`src/rtl/lzwd_pkg.sv`:
```
// Shared constants and control/status types for the LZW variable-width decoder.
package lzwd_pkg;

  localparam int MAX_CODE_BITS_DEF = 12;
  localparam int STACK_DEPTH_DEF   = 4096;
  localparam int DICT_ENTRIES_DEF  = 4096;

  localparam int CLEAR_CODE = 'h100;
  localparam int END_CODE   = 'h101;
  localparam int FIRST_FREE = 'h102;
  localparam int MIN_WIDTH  = 9;
  localparam int BYTE_MAX   = 'hff;

  localparam int OUT_TDATA_W = 16;

  typedef struct packed {
    logic accept;
    logic pop_cap;
    logic check;
    logic walk;
    logic walk_cap;
    logic finish;
  } lzwd_cmd_t;

  typedef struct packed {
    logic pop_ok;
    logic needs_walk;
    logic walk_read;
    logic walk_end;
  } lzwd_stat_t;

endpackage

```
`src/rtl/lzwd_ctrl.sv`:
```
// Sequencing state machine for the LZW decoder.
module lzwd_ctrl
  import lzwd_pkg::*;
(
  input  logic       clk,
  input  logic       rst_n,
  input  logic       in_tvalid,
  output logic       in_tready,
  output logic       out_tvalid,
  input  logic       out_tready,
  input  lzwd_stat_t stat,
  output lzwd_cmd_t  cmd
);

  typedef enum logic [6:0] {
    S_IDLE   = 7'b0000001,
    S_POPW   = 7'b0000010,
    S_CHECK  = 7'b0000100,
    S_WALK   = 7'b0001000,
    S_WALKW  = 7'b0010000,
    S_FINISH = 7'b0100000,
    S_RESP   = 7'b1000000
  } state_t;

  state_t state_r, state_nxt;

  always_comb begin
    state_nxt = state_r;
    unique case (state_r)
      S_IDLE: begin
        if (in_tvalid) begin
          state_nxt = stat.pop_ok ? S_POPW : S_CHECK;
        end
      end
      S_POPW:  state_nxt = S_CHECK;
      S_CHECK: state_nxt = stat.needs_walk ? S_WALK : S_RESP;
      S_WALK: begin
        if (stat.walk_read) begin
          state_nxt = S_WALKW;
        end else if (stat.walk_end) begin
          state_nxt = S_FINISH;
        end
      end
      S_WALKW:  state_nxt = S_WALK;
      S_FINISH: state_nxt = S_RESP;
      S_RESP: begin
        if (out_tready) begin
          state_nxt = S_IDLE;
        end
      end
      default: state_nxt = S_IDLE;
    endcase
  end

  always_ff @(posedge clk) begin
    if (!rst_n) begin
      state_r <= S_IDLE;
    end else begin
      state_r <= state_nxt;
    end
  end

  assign in_tready    = (state_r == S_IDLE);
  assign out_tvalid   = (state_r == S_RESP);
  assign cmd.accept   = (state_r == S_IDLE) && in_tvalid;
  assign cmd.pop_cap  = (state_r == S_POPW);
  assign cmd.check    = (state_r == S_CHECK);
  assign cmd.walk     = (state_r == S_WALK);
  assign cmd.walk_cap = (state_r == S_WALKW);
  assign cmd.finish   = (state_r == S_FINISH);

endmodule

```
`config.mk`:
```
export PLATFORM = sky130hd
export DESIGN_NAME = lzwd_ctrl
export DESIGN_NICKNAME = d
export VERILOG_FILES = /design/src/rtl/lzwd_pkg.sv /design/src/rtl/lzwd_ctrl.sv
export SDC_FILE = /design/constraint.sdc
export NUM_CORES = 1
export LEC_CHECK = 0
export BUFFER_PORTS_ARGS = -buffer_cell sky130_fd_sc_hd__buf_2
export CORE_AREA = 4 4 41 43
export DETAILED_ROUTE_END_ITERATION = 12
export DIE_AREA = 0 0 45 47
export SLEW_MARGIN = 10
export SYNTH_ARGS = -nofsm -noshare
export SYNTH_HDL_FRONTEND = slang
export SYNTH_SLANG_ARGS = --single-unit
```
`constraint.sdc`:
```
create_clock -name clk -period 2.2 [get_ports clk]
set_clock_uncertainty 0.1 [all_clocks]
set_input_delay 0.33 -clock clk [delete_from_list [all_inputs] [get_ports clk]]
set_output_delay 0.33 -clock clk [all_outputs]
set_load 0.01 [all_outputs]
```
==> flow_metrics.env <==
export IMPL_synth_top_cell_by_area="dfxtp_1"
export IMPL_place_gp_congestion=0.7652
export IMPL_ant_nets=0
export IMPL_final_layout_size_suffix_gt1_share_pct=34.62
export IMPL_critPathMaxFanout=3
export IMPL_wl_per_cell_um=12.65
export IMPL_initial_utilization_pct=34.62
export IMPL_drv_slew=0
export IMPL_cts_hold_repair_buffers=0
export IMPL_min_path_cells=2
export IMPL_die_y_um=47
export IMPL_clock_sinks=7
export IMPL_status="complete, no violations"
export IMPL_drtPass1Iterations=4
export IMPL_cp_start_kind="flop"
export IMPL_rr_worst_depth=5
export IMPL_path_clk_slew_ps=50
export IMPL_clock_latency_ps=250
export IMPL_ys_seq_area_share_pct=31.11
export IMPL_finalHoldViolCount=0
export IMPL_portBuffers=15
export IMPL_dpl_hpwl_um=890.2
export IMPL_post_route_min_period_ps=2151
export IMPL_grt_pass1_wl_mm=1.821
export IMPL_rrSetupSlack_ps=490
export IMPL_drt_iter0_drc=7
export IMPL_core_area_um2=1301
export IMPL_largestRegisters="state_r x7"
export IMPL_clock_path_buffers=2
export IMPL_yosysTopAreaCellShare_pct=31.11
export IMPL_synth_seq_cells=7
export IMPL_synth_area_top_cells="dfxtp_1 (31%), nor2_1 (6.7%), nand3_1 (5.6%), nand2b_1 (4.2%), and4_1 (3.9%)"
export IMPL_r2r_start="state_r[3]$_SDFFE_PN0P_"
export IMPL_synth_area_per_cell_um2=8.043
export IMPL_whs_ps=185.5
export IMPL_cts_root_buf="clkbuf_4"
export IMPL_vias=510
export IMPL_grt_overflow=0
export IMPL_synth_cells=56
export IMPL_ir_worst_vdd_uv=372.1
export IMPL_grt_pass1_vias=433
export IMPL_nets=87
export IMPL_synth_cell_type_count=28
export IMPL_syn_area_um2=450.4
export IMPL_critPathRequiredTime_ps=1770
export IMPL_dieArea_um2=2115
export IMPL_wl_mm=1.176
export IMPL_grt_use_total_pct=12.67
export IMPL_fp_dieW_um=45
export IMPL_grt_max_degree=10
export IMPL_worstReg2RegEnd="state_r[0]$_SDFFE_PN1P_"
export IMPL_setup_viol=0
export IMPL_hp_class="in -> reg"
export IMPL_regMostFlops="state_r"
export IMPL_fin_crit_sh_pct=97.78
export IMPL_crit_path_end_kind="output port"
export IMPL_rsz0062_at_grt="yes"
export IMPL_startpoint="state_r[3]$_SDFFE_PN0P_"
export IMPL_diodes=0
export IMPL_synth_edf_count=0
export IMPL_antenna_found_initial=0
export IMPL_num_rows=13
export IMPL_synthArstFlopShare_pct=0
export IMPL_area_growth_pct=33.33
export IMPL_power_density_nw_per_um2=588.6
export IMPL_htreeDepth=1
export IMPL_cts_buffers=3
export IMPL_placed_cells=86
export IMPL_cts_tree="built"
export IMPL_slew_headroom_pct=63.76
export IMPL_tightestPinTransition_ps=538.6
export IMPL_post_route_drc_count=0
export IMPL_worstSetupPathType="reg -> out"
export IMPL_fin_cells=93
export IMPL_synth_net_count=64
export IMPL_num_io_pins=16
export IMPL_power_leakage_nw=0.2886
export IMPL_cp_arrival_ps=1720
export IMPL_min_from="stat[1]"
export IMPL_viasPerCell=5.484
export IMPL_maxClockFrequency_mhz=464.9
export IMPL_synthFlopType="dfxtp_1"
export IMPL_maxCapViolCount=0
export IMPL_yosys_warnings=0
export IMPL_min_to="state_r[5]$_SDFFE_PN0P_"
export IMPL_largest_register_ffs=7
[report_power, final]
group | internal (mW) | leakage (nW) | switching [mW]
logic | 0.0455 | 0.215 | 0.0511
registers | 0.133 | 0.0584 | 0.00868
clock network | 0.0691 | 0.0150 | 0.0465
total | 0.247 | 0.289 | 0.106
[synth_stat cells (2+ instances only)]
master / instances
and4_1: 2
dfxtp_1: 7
inv_1: 2
nor4_1: 2
a21oi_1: 2
nand3b_1: 2
nor3_1: 2
nor2b_1: 2
nand3_1: 5
o21ai_0: 2
nor2_1: 8
and3_1: 2
nand2b_1: 3
[repair_timing]
item	4_1_cts	5_1_grt
endpoints found under the setup margin	1	1
resized for setup	1	3
pin swaps	0	4
buffers inserted	0	3
[how the worst max path moves through the flow]
stage | endpoint | depth (start not counted) | slack (ps)
after floorplan | cmd[5] | 4 | 310
after global placement | cmd[5] | 5 | 260
after detailed placement | cmd[5] | 5 | 240
after CTS | cmd[5] | 5 | 0.6
after global routing | cmd[5] | 5 | -10
final | cmd[5] | 5 | 50
[worst max-delay path: stages, from the launching register on]
cell and delay (ps):
dfxtp_4 340, or4_4 530, or2_4 290, nor2_4 80, and2_1 120, buf_2 120
[kinds of logic (layout without fill, tap and decap cells)]
| family | after synthesis | in the layout | share of synthesized area (%) |
|---|---|---|---|
| AND/OR/NAND/NOR | 36 | 36 | 49.17 |
| AO/OA/AOI/OAI | 10 | 10 | 16.11 |
| flip-flops | 7 | 7 | 31.11 |
| buffers and inverters | 2 | 24 | 1.667 |
| XOR/XNOR | 1 | 1 | 1.945 |
[metal layers]
layer / share of wire (%) / wire length (um) / track usage [%]
met1: 42 / 498 / 14.65
met2: 50 / 593 / 19.21
met3: 5.4 / 64 / 3.831
met4: 1.7 / 20 / 10.53
met5: 0 / 0 / 0
[layout make-up]
cell class,instances,area (um^2)
Sequential cell,7,147.6
Tap cell,15,18.77
Clock buffer,4,26.28
Multi-Input combinational cell,47,302.8
Inverter,2,7.507
Timing Repair Buffer,18,97.59
Fill cell,134,700.7
[per-stage QoR]
step	utilization [%]	instance area (um^2)	setup slack (ps)	total power [mW]	TNS, ps
2_1_floorplan	-	450.4	314.1	0.2059	0
3_3_place_gp	41.83	544.3	261.3	0.2348	0
3_5_place_dp	41.83	544.3	239.6	0.2341	0
4_1_cts	43.94	571.8	0.5582	0.3540	0
5_1_grt	46.15	600.6	-14.58	0.3785	-14.58
6_report	46.15	600.6	48.91	0.3535	0
[placed cells by master, fill, tap and decap left out, types with 3 or more instances in the layout]
master / Yosys / final
nand3_1: 5 / 5
dfxtp_1: 7 / 5
clkbuf_4: 0 / 3
buf_4: 0 / 3
buf_2: 0 / 15
nand2b_1: 3 / 3
nor2_1: 8 / 8
(Power assumes the default switching activity.)
